<file path="src/design/rss_pkg.sv">
// ----------------------------------------------------------------------------
// rss_pkg
// Types and constants shared by the record selection sort unit.
// ----------------------------------------------------------------------------
package rss_pkg;

	localparam int unsigned MAX_RECORDS_DEF = 32;
	localparam int unsigned MAX_OUT         = 32;
	localparam int unsigned CNT_W           = 6;
	localparam logic [CNT_W-1:0] REPORT_RESET = 6'd5;

	typedef struct packed {
		logic [7:0]  item_code;
		logic [15:0] quantity;
		logic [23:0] price_cents;
		logic [7:0]  record_tag;
		logic        last_item;
	} rss_in_t;

	typedef struct packed {
		logic [7:0]  out_code;
		logic [15:0] out_quantity;
		logic [23:0] out_price_cents;
		logic [7:0]  out_tag;
		logic        out_last;
	} rss_out_t;

	typedef struct packed {
		logic [7:0]  code;
		logic [15:0] quantity;
		logic [23:0] price_cents;
		logic [7:0]  tag;
	} rss_rec_t;

	typedef struct packed {
		logic ld_en;
		logic sort_init;
		logic scan_rd;
		logic swap_a;
		logic swap_b;
		logic emit_init;
		logic emit_rd;
		logic out_load;
	} rss_cmd_t;

	typedef struct packed {
		logic need_sort;
		logic scan_last;
		logic sort_more;
		logic k_zero;
		logic emit_last;
		logic out_free;
	} rss_sts_t;

endpackage

</file>
<file path="src/design/rss_ctrl.sv">
// ----------------------------------------------------------------------------
// rss_ctrl
// Sequencer for load, selection sort passes and report emission.
// ----------------------------------------------------------------------------
module rss_ctrl (
	input  logic             clk,
	input  logic             arst_n,
	input  logic             rec_valid,
	input  logic             rec_last,
	input  rss_pkg::rss_sts_t sts,
	output rss_pkg::rss_cmd_t cmd,
	output logic             rec_stall
);

	typedef enum logic [2:0] {
		ST_LOAD,
		ST_SORT_INIT,
		ST_SCAN,
		ST_SCAN_END,
		ST_SWAP_A,
		ST_SWAP_B,
		ST_EMIT_RD,
		ST_EMIT_OUT
	} state_t;

	state_t state_q;
	state_t state_d;

	assign rec_stall = (state_q != ST_LOAD);

	always_comb begin
		cmd     = '0;
		state_d = state_q;
		unique case (state_q)
			ST_LOAD: begin
				if (rec_valid) begin
					cmd.ld_en = 1'b1;
					if (rec_last)
						state_d = ST_SORT_INIT;
				end
			end
			ST_SORT_INIT: begin
				cmd.sort_init = 1'b1;
				state_d = sts.need_sort ? ST_SCAN : ST_SWAP_B;
				if (!sts.need_sort) begin
					cmd.sort_init = 1'b1;
				end
			end
			ST_SCAN: begin
				cmd.scan_rd = 1'b1;
				if (sts.scan_last)
					state_d = ST_SCAN_END;
			end
			ST_SCAN_END: begin
				state_d = ST_SWAP_A;
			end
			ST_SWAP_A: begin
				cmd.swap_a = 1'b1;
				state_d = ST_SWAP_B;
			end
			ST_SWAP_B: begin
				if (sts.need_sort && sts.sort_more) begin
					cmd.swap_b = 1'b1;
					state_d = ST_SCAN;
				end else begin
					cmd.swap_b    = sts.need_sort;
					cmd.emit_init = 1'b1;
					state_d = sts.k_zero ? ST_LOAD : ST_EMIT_RD;
				end
			end
			ST_EMIT_RD: begin
				cmd.emit_rd = 1'b1;
				state_d = ST_EMIT_OUT;
			end
			ST_EMIT_OUT: begin
				if (sts.out_free) begin
					cmd.out_load = 1'b1;
					state_d = sts.emit_last ? ST_LOAD : ST_EMIT_RD;
				end
			end
			default: state_d = ST_LOAD;
		endcase
	end

	always_ff @(posedge clk or negedge arst_n) begin
		if (!arst_n) begin
			state_q <= ST_LOAD;
		end else begin
			state_q <= state_d;
		end
	end

endmodule

</file>
<file path="src/design/rss_dpath.sv">
// ----------------------------------------------------------------------------
// rss_dpath
// Record store, scan compare, swap and report output register.
// ----------------------------------------------------------------------------
module rss_dpath #(
	parameter int unsigned MAX_RECORDS = rss_pkg::MAX_RECORDS_DEF
) (
	input  logic                        clk,
	input  logic                        arst_n,
	input  rss_pkg::rss_in_t            rec,
	input  logic                        cfg_valid,
	input  logic                        cfg_ready,
	input  logic [rss_pkg::CNT_W-1:0]   cfg_data,
	input  rss_pkg::rss_cmd_t           cmd,
	output rss_pkg::rss_sts_t           sts,
	output logic                        rpt_valid,
	input  logic                        rpt_stall,
	output rss_pkg::rss_out_t           rpt
);

	localparam int unsigned AW = $clog2(MAX_RECORDS);
	localparam int unsigned CW = $clog2(MAX_RECORDS + 1);
	localparam int unsigned MW = (CW > rss_pkg::CNT_W) ? CW : rss_pkg::CNT_W;

	rss_pkg::rss_rec_t mem [MAX_RECORDS];

	rss_pkg::rss_rec_t rdata_q;
	rss_pkg::rss_rec_t best_q;
	rss_pkg::rss_rec_t head_rec_q;
	rss_pkg::rss_out_t rpt_q;

	logic [rss_pkg::CNT_W-1:0] report_q;
	logic [CW-1:0]             cnt_q;
	logic [AW-1:0]             head_q;
	logic [AW-1:0]             j_q;
	logic [AW-1:0]             best_idx_q;
	logic [AW-1:0]             i_q;
	logic [AW-1:0]             j_s1;
	logic                      v_s1;
	logic [MW-1:0]             k_q;
	logic                      rpt_valid_q;

	logic [MW-1:0]             k_a;
	logic [MW-1:0]             k_d;
	logic                      wr_en;
	logic [AW-1:0]             wr_addr;
	rss_pkg::rss_rec_t         wr_data;
	logic [AW-1:0]             rd_addr;
	rss_pkg::rss_rec_t         in_rec;

	assign in_rec = '{code: rec.item_code, quantity: rec.quantity,
		price_cents: rec.price_cents, tag: rec.record_tag};

	always_comb begin
		k_a = (MW'(report_q) < MW'(cnt_q)) ? MW'(report_q) : MW'(cnt_q);
		k_d = (k_a < MW'(rss_pkg::MAX_OUT)) ? k_a : MW'(rss_pkg::MAX_OUT);
	end

	always_comb begin
		wr_en   = 1'b0;
		wr_addr = cnt_q[AW-1:0];
		wr_data = in_rec;
		if (cmd.ld_en && (cnt_q < CW'(MAX_RECORDS))) begin
			wr_en = 1'b1;
		end else if (cmd.swap_a) begin
			wr_en   = 1'b1;
			wr_addr = best_idx_q;
			wr_data = head_rec_q;
		end else if (cmd.swap_b) begin
			wr_en   = 1'b1;
			wr_addr = head_q;
			wr_data = best_q;
		end
	end

	assign rd_addr = cmd.emit_rd ? i_q : j_q;

	always_ff @(posedge clk) begin
		if (wr_en)
			mem[wr_addr] <= wr_data;
		if (cmd.scan_rd || cmd.emit_rd)
			rdata_q <= mem[rd_addr];
	end

	always_ff @(posedge clk) begin
		if (v_s1) begin
			if (j_s1 == head_q) begin
				best_q     <= rdata_q;
				head_rec_q <= rdata_q;
				best_idx_q <= j_s1;
			end else if (rdata_q.quantity < best_q.quantity) begin
				best_q     <= rdata_q;
				best_idx_q <= j_s1;
			end
		end
		if (cmd.scan_rd)
			j_s1 <= j_q;
		if (cmd.out_load) begin
			rpt_q.out_code        <= rdata_q.code;
			rpt_q.out_quantity    <= rdata_q.quantity;
			rpt_q.out_price_cents <= rdata_q.price_cents;
			rpt_q.out_tag         <= rdata_q.tag;
			rpt_q.out_last        <= sts.emit_last;
		end
	end

	always_ff @(posedge clk or negedge arst_n) begin
		if (!arst_n) begin
			report_q    <= rss_pkg::REPORT_RESET;
			cnt_q       <= '0;
			head_q      <= '0;
			j_q         <= '0;
			i_q         <= '0;
			k_q         <= '0;
			v_s1        <= 1'b0;
			rpt_valid_q <= 1'b0;
		end else begin
			if (cfg_valid && cfg_ready)
				report_q <= cfg_data;
			if (cmd.ld_en && (cnt_q < CW'(MAX_RECORDS)))
				cnt_q <= cnt_q + CW'(1);
			else if (cmd.emit_init)
				cnt_q <= '0;
			if (cmd.sort_init) begin
				head_q <= '0;
				j_q    <= '0;
				k_q    <= k_d;
			end else if (cmd.swap_b) begin
				head_q <= head_q + AW'(1);
				j_q    <= head_q + AW'(1);
			end else if (cmd.scan_rd) begin
				j_q <= j_q + AW'(1);
			end
			v_s1 <= cmd.scan_rd;
			if (cmd.emit_init)
				i_q <= '0;
			else if (cmd.out_load)
				i_q <= i_q + AW'(1);
			if (cmd.out_load)
				rpt_valid_q <= 1'b1;
			else if (!rpt_stall)
				rpt_valid_q <= 1'b0;
		end
	end

	always_comb begin
		sts.need_sort = (cnt_q >= CW'(2));
		sts.scan_last = ((CW'(j_q) + CW'(1)) == cnt_q);
		sts.sort_more = (((CW+1)'(head_q) + (CW+1)'(2)) < (CW+1)'(cnt_q));
		sts.k_zero    = (k_q == '0);
		sts.emit_last = ((MW'(i_q) + MW'(1)) == k_q);
		sts.out_free  = !rpt_valid_q || !rpt_stall;
	end

	assign rpt_valid = rpt_valid_q;
	assign rpt       = rpt_q;

endmodule

</file>
<file path="src/design/record_selection_sort_unit.sv">
// ----------------------------------------------------------------------------
// record_selection_sort_unit
// Low-stock report: stores a set of records, selection-sorts them by
// quantity and emits the first report_count, capped at the records held and MAX_OUT.
// ----------------------------------------------------------------------------
//  channel  | direction | handshake            | beat
//  rec      | in        | rec_valid/rec_stall  | one record, last_item closes set
//  rpt      | out       | rpt_valid/rpt_stall  | one reported record, out_last marks end
//  cfg      | in        | cfg_valid/cfg_ready  | report_count, 6 bits
//
//  Loading accepts one record per cycle while rec_stall is low. With n >= 2
//  records held, sort pass h scans records h to n-1 through the single store
//  read port and swaps the lowest quantity into slot h; each result is then
//  read from the store and loaded into the output register before the next.
//  Reset clears control state and sets report_count to 5; the store is not
//  cleared. rec_stall is high from the closing beat until the last result
//  has entered the output register; rpt_stall holds that register.
// ----------------------------------------------------------------------------
module record_selection_sort_unit #(
	parameter int unsigned MAX_RECORDS = rss_pkg::MAX_RECORDS_DEF
) (
	input  logic                      clk,
	input  logic                      arst_n,
	input  logic                      rec_valid,
	output logic                      rec_stall,
	input  rss_pkg::rss_in_t          rec,
	output logic                      rpt_valid,
	input  logic                      rpt_stall,
	output rss_pkg::rss_out_t         rpt,
	input  logic                      cfg_valid,
	output logic                      cfg_ready,
	input  logic [rss_pkg::CNT_W-1:0] cfg_data
);

	rss_pkg::rss_cmd_t cmd;
	rss_pkg::rss_sts_t sts;

	assign cfg_ready = 1'b1;

	rss_ctrl u_ctrl (
		.clk       (clk),
		.arst_n    (arst_n),
		.rec_valid (rec_valid),
		.rec_last  (rec.last_item),
		.sts       (sts),
		.cmd       (cmd),
		.rec_stall (rec_stall)
	);

	rss_dpath #(
		.MAX_RECORDS (MAX_RECORDS)
	) u_dpath (
		.clk       (clk),
		.arst_n    (arst_n),
		.rec       (rec),
		.cfg_valid (cfg_valid),
		.cfg_ready (cfg_ready),
		.cfg_data  (cfg_data),
		.cmd       (cmd),
		.sts       (sts),
		.rpt_valid (rpt_valid),
		.rpt_stall (rpt_stall),
		.rpt       (rpt)
	);

endmodule
</file>
<file path="config.mk">
export PLATFORM = sky130hd
export DESIGN_NAME = record_selection_sort_unit
export DESIGN_NICKNAME = d
export VERILOG_FILES = /design/src/design/rss_pkg.sv /design/src/design/rss_ctrl.sv /design/src/design/rss_dpath.sv /design/src/design/record_selection_sort_unit.sv
export SDC_FILE = /design/constraint.sdc
export NUM_CORES = 2
export LEC_CHECK = 0
export BUFFER_PORTS_ARGS = -buffer_cell sky130_fd_sc_hd__buf_2
export CORE_MARGIN = 1
export CORE_UTILIZATION = 50
export DETAILED_ROUTE_END_ITERATION = 16
export GPL_ROUTABILITY_DRIVEN = 0
export GPL_TIMING_DRIVEN = 1
export PLACE_DENSITY = 0.63
export RECOVER_POWER = 25
export SLEW_MARGIN = 5
export SYNTH_ARGS = -nofsm -noshare
export SYNTH_HDL_FRONTEND = slang
export SYNTH_HIERARCHICAL = 1
export SYNTH_SLANG_ARGS = --single-unit
</file>
<file path="constraint.sdc">
create_clock -name clk -period 6.9 [get_ports clk]
set_input_delay 1.38 -clock clk [delete_from_list [all_inputs] [get_ports clk]]
set_output_delay 1.38 -clock clk [all_outputs]
set_load 0.02 [all_outputs]
</file>
* Word level (Yosys, flattened, before mapping)
Memories as Yosys holds them, arrays and structs flattened. A register that Yosys moved wholly into a read port is not among the register bits.
Index checks and enable logic that the tools add are counted.
** Storage, ports and cells
- Memories kept :: 1
- Word-level logic and storage cells :: 119
- Bits in read-only memories :: 0
- Latch bits :: 0
- Bits in writable memories :: 1792
- Bits in registers :: 217
- Output and inout port bits :: 60
- Input bits :: 68
** Cells by class
- Reductions and logical operators :: 17
- Multipliers :: 0
- Multiplexer cells :: 49
- Shifts and indexed selects :: 0
- Equality and inequality tests :: 15
- Add/subtract/negate cells :: 7
- Bitwise logic cells :: 0
- Div/mod/pow operators :: 0
- $lt $le $gt $ge :: 6
** Memory list
- u_dpath.mem :: depth 32, width 56, read ports 1, clocked after memory_dff 1, wr ports 1, RTL line rss_dpath.sv:25 : rss_pkg::rss_rec_t mem [MAX_RECORDS];
** Operators with widths (count)
- 2-to-1 mux 56 bit :: 5
- 2-to-1 mux 5 bit :: 13
- 2-to-1 mux 3 bit :: 8
- 2-to-1 mux 6 bit :: 4
- case mux 3 bit (8 select lines) :: 1
- 2-to-1 mux 1 bit :: 17
- < comparator 16 bit :: 1
- adder 5 x 1 -> 5 bit, second input constant :: 3
- adder 5 x 1 -> 6 bit, second input constant :: 2
- equality test 3 bit, second input constant :: 4
- equality test 6 bit :: 2
- < comparator 6 bit, second input constant :: 2
- inequality test 2 bit, second input constant :: 4
- nonzero test 2 bit :: 4
- < comparator 7 x 6 -> 1 bit :: 1
- adder 5 x 2 -> 6 bit, second input constant :: 1
- adder 6 x 1 -> 6 bit, second input constant :: 1
- equality test 3 x 2 -> 1 bit, second input constant :: 2
- greater-or-equal comparator 6 x 2 -> 1 bit, second input constant :: 1
- zero test 6 bit :: 1
- < comparator 6 bit :: 1
- nonzero test 3 bit :: 2
- equality test 5 bit :: 1
- AND reduction 2 bit :: 2
- 8 further kinds :: 11

* Longest topological paths before layout
- Depth after elaboration :: 10
- Depth in mapped cells :: 14

* Cells and area by module
Netlist, hierarchy kept.
** Modules (own cells, without submodules)
- rss_dpath :: times used 1, sequential area each 61746.7 um2, area each 84278.3 um2, cells each 4913
- rss_ctrl :: times used 1, sequential area each 75.1 um2, area each 299.0 um2, cells each 40
- record_selection_sort_unit :: times used 1, sequential area each 0.0 um2, area each 11.3 um2, cells each 2

* Worst setup path after synthesis
Ideal clock, no wire load.
- Path kind :: input to register
- From :: input port rec_valid
- To :: memory u_dpath/mem[1][0] (netlist bit), enable pin
- Path slack :: 1473 ps
- Stages on the path :: 7
- Arrival time :: 4956 ps
- Cell sequence :: inv_1 -> nor2_2 -> nor2b_1 -> a221oi_1 -> or3b_2 -> clkbuf_1 -> nor2_1
** RTL lines
- from (decl) :: RTL line record_selection_sort_unit.sv:24 : input logic rec_valid,
- to (decl) :: RTL line rss_dpath.sv:25

==> impl_metrics.py <==
metrics = {
    "run_status": {
        "status": "complete, but fails checks",
        "violations": "capacitance limit, slew limit",
    },
    "global_routing": {
        "antenna_found_initial": 19,
        "grt_pass1_vias": 47720,
        "overflow": 0,
        "grt_max_degree": 123,
        "grt_pass1_wl_um": 336200,
        "grtUsageTotal_pct": 27.45,
    },
    "floorplanning": {
        "die_x_um": 413.3,
        "ios": 128,
        "core_um2": 167600,
        "rows": 150,
        "die_area_um2": 170800,
        "initial_core_util_pct": 50.47,
        "die_h_um": 413.3,
    },
    "critical_path": {
        "cp.required_ns": 7.39,
        "critical_path_class": "flop to flop",
        "critPathMaxFanout": 62,
        "crit_path_start_kind": "flop",
        "worstPathCellList": "or3_4 > nor2_1 > nor2b_4 > clkbuf_1 > a22oi_1 > o21ai_4",
        "cp.arrival_ns": 6.38,
        "cpMaxStageDelayCell": "clkbuf_1",
        "end_kind": "flop",
        "crit_path_max_incr_delay_ns": 2.64,
    },
    "detailed_routing": {
        "ant_nets": 0,
        "vias": 49750,
        "dr.pass1.iters": 8,
        "routed_wl_um": 235400,
        "drc": 0,
        "viasPerCell": 6.708,
        "wl_per_cell_um": 31.74,
        "drt-initial-drc-count": 6825,
    },
    "synthesis": {
        "netlist_area_um2": 84590,
        "synthTopCellsByArea": "edfxtp_1 72%, mux4_2 7.5%, a211oi_1 4.0%, mux2i_1 1.3%, nand2_1 1.2%",
        "synth_flop_cell": "edfxtp_1",
        "ys_seq_area_share_pct": 73.09,
        "synthCells": 4955,
        "yosys_warnings": 6,
        "async_flop_share_pct": 1.840,
        "yosysTopAreaCell": "edfxtp_1",
        "syn_avg_cell_area_um2": 17.07,
        "synth-seq-cells": 2065,
        "synth_cell_type_count": 73,
        "synth_edf_count": 2027,
        "netlist.area_leader.share_pct": 71.96,
    },
    "timing": {
        "layout_min_cycle_time_ns": 5.899,
        "rsz0062_at_grt": "false",
        "slew_violations": 437,
        "hold_viol_final": 0,
        "fin_crit_sh_pct": 85.49,
        "tns_ns": 0,
        "holdWs_ns": 0.4708,
        "clock_skew_ns": 0.03062,
        "max_slew_margin_pct": -165.2,
        "worst_pin_slew_ns": 3.979,
        "setup_viol": 0,
        "setup_slack_ns": 1.001,
        "fmax_ghz": 0.1695,
    },
    "clocking": {
        "h-tree-depth": 4,
        "postCtsSetupRepairBufs": 0,
        "clk_path_buf_depth": 3,
        "clock_latency_ns": 0.86,
        "cts_tree": "done",
        "clkTransAtPathRegs_ns": 0.06,
        "cts_resized": 0,
        "cts_made_buffers": 203,
        "hold_buffers": 0,
        "cts.sinks": 2065,
        "root_buffer": "clkbuf_16",
    },
    "finish": {
        "final_common_cell": "edfxtp_1",
        "final.fill_count": 12640,
        "area_delta_synth_final_pct": 12.06,
        "layout_common_cells": "2,027 x edfxtp_1, 452 x a211oi_1, 283 x mux4_2",
        "nNetsFinal": 5135,
        "regArea_um2": 61830,
        "fin_util_pct": 56.56,
        "multi_input_area_um2": 21610,
        "drive_above_1_share_pct": 16.94,
        "fin_area_um2": 94790,
    },
    "placement": {
        "placed_cell_area_um2": 88450,
        "dp_hpwl_um": 131400,
        "pre_cts_slack_ns": 1.405,
        "numPortBuffers": 126,
    },
    "power": {
        "switchingPower_mw": 16.10,
        "clock_power_share_pct": 24.9,
        "leakage_nw": 29.56,
        "p_comb_share_pct": 35.6,
        "p_int_mw": 27.71,
        "power.density_nw_per_um2": 462.2,
        "swShare_pct": 36.75,
        "irDropWorstVdd_mv": 0.5123,
        "p_seq_share_pct": 39.5,
    },
    "job": {
        "drv_cap": 10,
    },
    "worst_hold_path": {
        "hold_path.class": "flop to flop",
    },
}
cell usage after synthesis (19+ instances only):
library cell and number:
and3_1 53, o221ai_1 65, clkbuf_1 162, a21oi_1 132, buf_1 53, o21ai_0 110, a31oi_1 59, and2_1 39
a211oi_1 452, buf_4 32, a32oi_1 34, o2111ai_1 42, mux2i_1 109, inv_1 39, nor2b_1 66, mux4_2 283
o21bai_1 66, buf_2 124, a21o_1 27, a22oi_1 66, nand2b_1 19, nand2_1 270, dfrtp_1 36, nor4_1 33
a311oi_1 36, nand3_1 33, o41ai_1 74, edfxtp_1 2027, nor2_1 203, ha_1 30
registers in the layout (all words and copies together) (netlist names):
register,cells
u_dpath/head_rec_q,56
u_dpath/mem,1792
u_dpath/best_q,56
u_dpath/cnt_q,6
u_dpath/v_s1,1
u_ctrl/state_q,3
u_dpath/rdata_q,56
u_dpath/best_idx_q,5
u_dpath/j_s1,5
u_dpath/report_q,6
u_dpath/i_q,5
u_dpath/rpt,57
u_dpath/k_q,6
u_dpath/head_q,5
u_dpath/rpt_valid,1
u_dpath/j_q,5
metrics by stage:
| step | instances | total power [mW] |
|---|---|---|
| global route | 7415 | 45.33 |
| floorplan | 4956 | 27.07 |
| CTS | 7412 | 43.71 |
| detailed placement | 7036 | 32.90 |
| finish | 7417 | 43.81 |
| global placement | 7036 | 32.62 |
worst max-delay path, delay by kind of cell (launching register included):
family          cells  cell delay (ns)
buf+inv             1             2.64
compound gates      2             1.28
simple gates        3             1.05
flops               1             0.47
path summary, 6_finish.rpt:
| check | from | end | depth (start not counted) | slack, ns |
|---|---|---|---|---|
| worst max-delay path | u_ctrl/state_q[1]$_DFFE_PN0P_ | u_dpath/mem[13][13]$_DFFE_PP_ | 6 | 1.00 |
| worst min register to register | u_dpath/j_s1[2]$_DFFE_PP_ | u_dpath/best_idx_q[2]$_DFFE_PP_ | 0 | 0.47 |
| worst max register to register | u_ctrl/state_q[1]$_DFFE_PN0P_ | u_dpath/mem[13][13]$_DFFE_PP_ | 6 | 1.00 |
| max in group asynchronous | arst_n | u_dpath/i_q[1]$_DFFE_PN0P_ | 1 | 4.18 |
| min in group asynchronous | arst_n | u_dpath/report_q[3]$_DFFE_PN0P_ | 1 | 1.18 |
| worst min-delay path | u_dpath/j_s1[2]$_DFFE_PP_ | u_dpath/best_idx_q[2]$_DFFE_PP_ | 0 | 0.47 |
cell families after synthesis:
group / Yosys count / share of synthesized area, %
compound gates: 1231 / 10.61
xor+xnor: 32 / 0.3313
fa+ha+maj: 30 / 0.4437
buf+inv: 424 / 2.300
flops: 2065 / 73.09
mux: 401 / 8.949
other cells: 1 / 0.004433
simple gates: 771 / 4.276
cell type report:
type                       instances  area share [%]
antenna                            5         0.01320
clock buffer                     246           5.574
clock inverter                   130           1.298
inverter                          41          0.1835
multi-input combinational       2467           22.80
sequential                      2065           65.22
tap                             2204           2.909
timing repair buffer             259           2.000
power groups by stage:
stage | clock network [mW] | logic (mW) | registers (mW)
after floorplan | 0 | 9.96 | 17.1
after global placement | 0 | 15.1 | 17.5
after detailed placement | 0 | 15.4 | 17.5
after CTS | 11.0 | 15.4 | 17.2
after global routing | 11.5 | 16.5 | 17.4
final | 10.9 | 15.6 | 17.3
routing by layer:
| layer | share of wire (%) | GRT usage, % |
|---|---|---|
| met1 | 41 | 41.20 |
| met5 | 0 | 0 |
| met2 | 44 | 40.23 |
| met3 | 11 | 5.556 |
| met4 | 3.1 | 9.098 |
No activity file was read; power rests on OpenSTA's default activity.
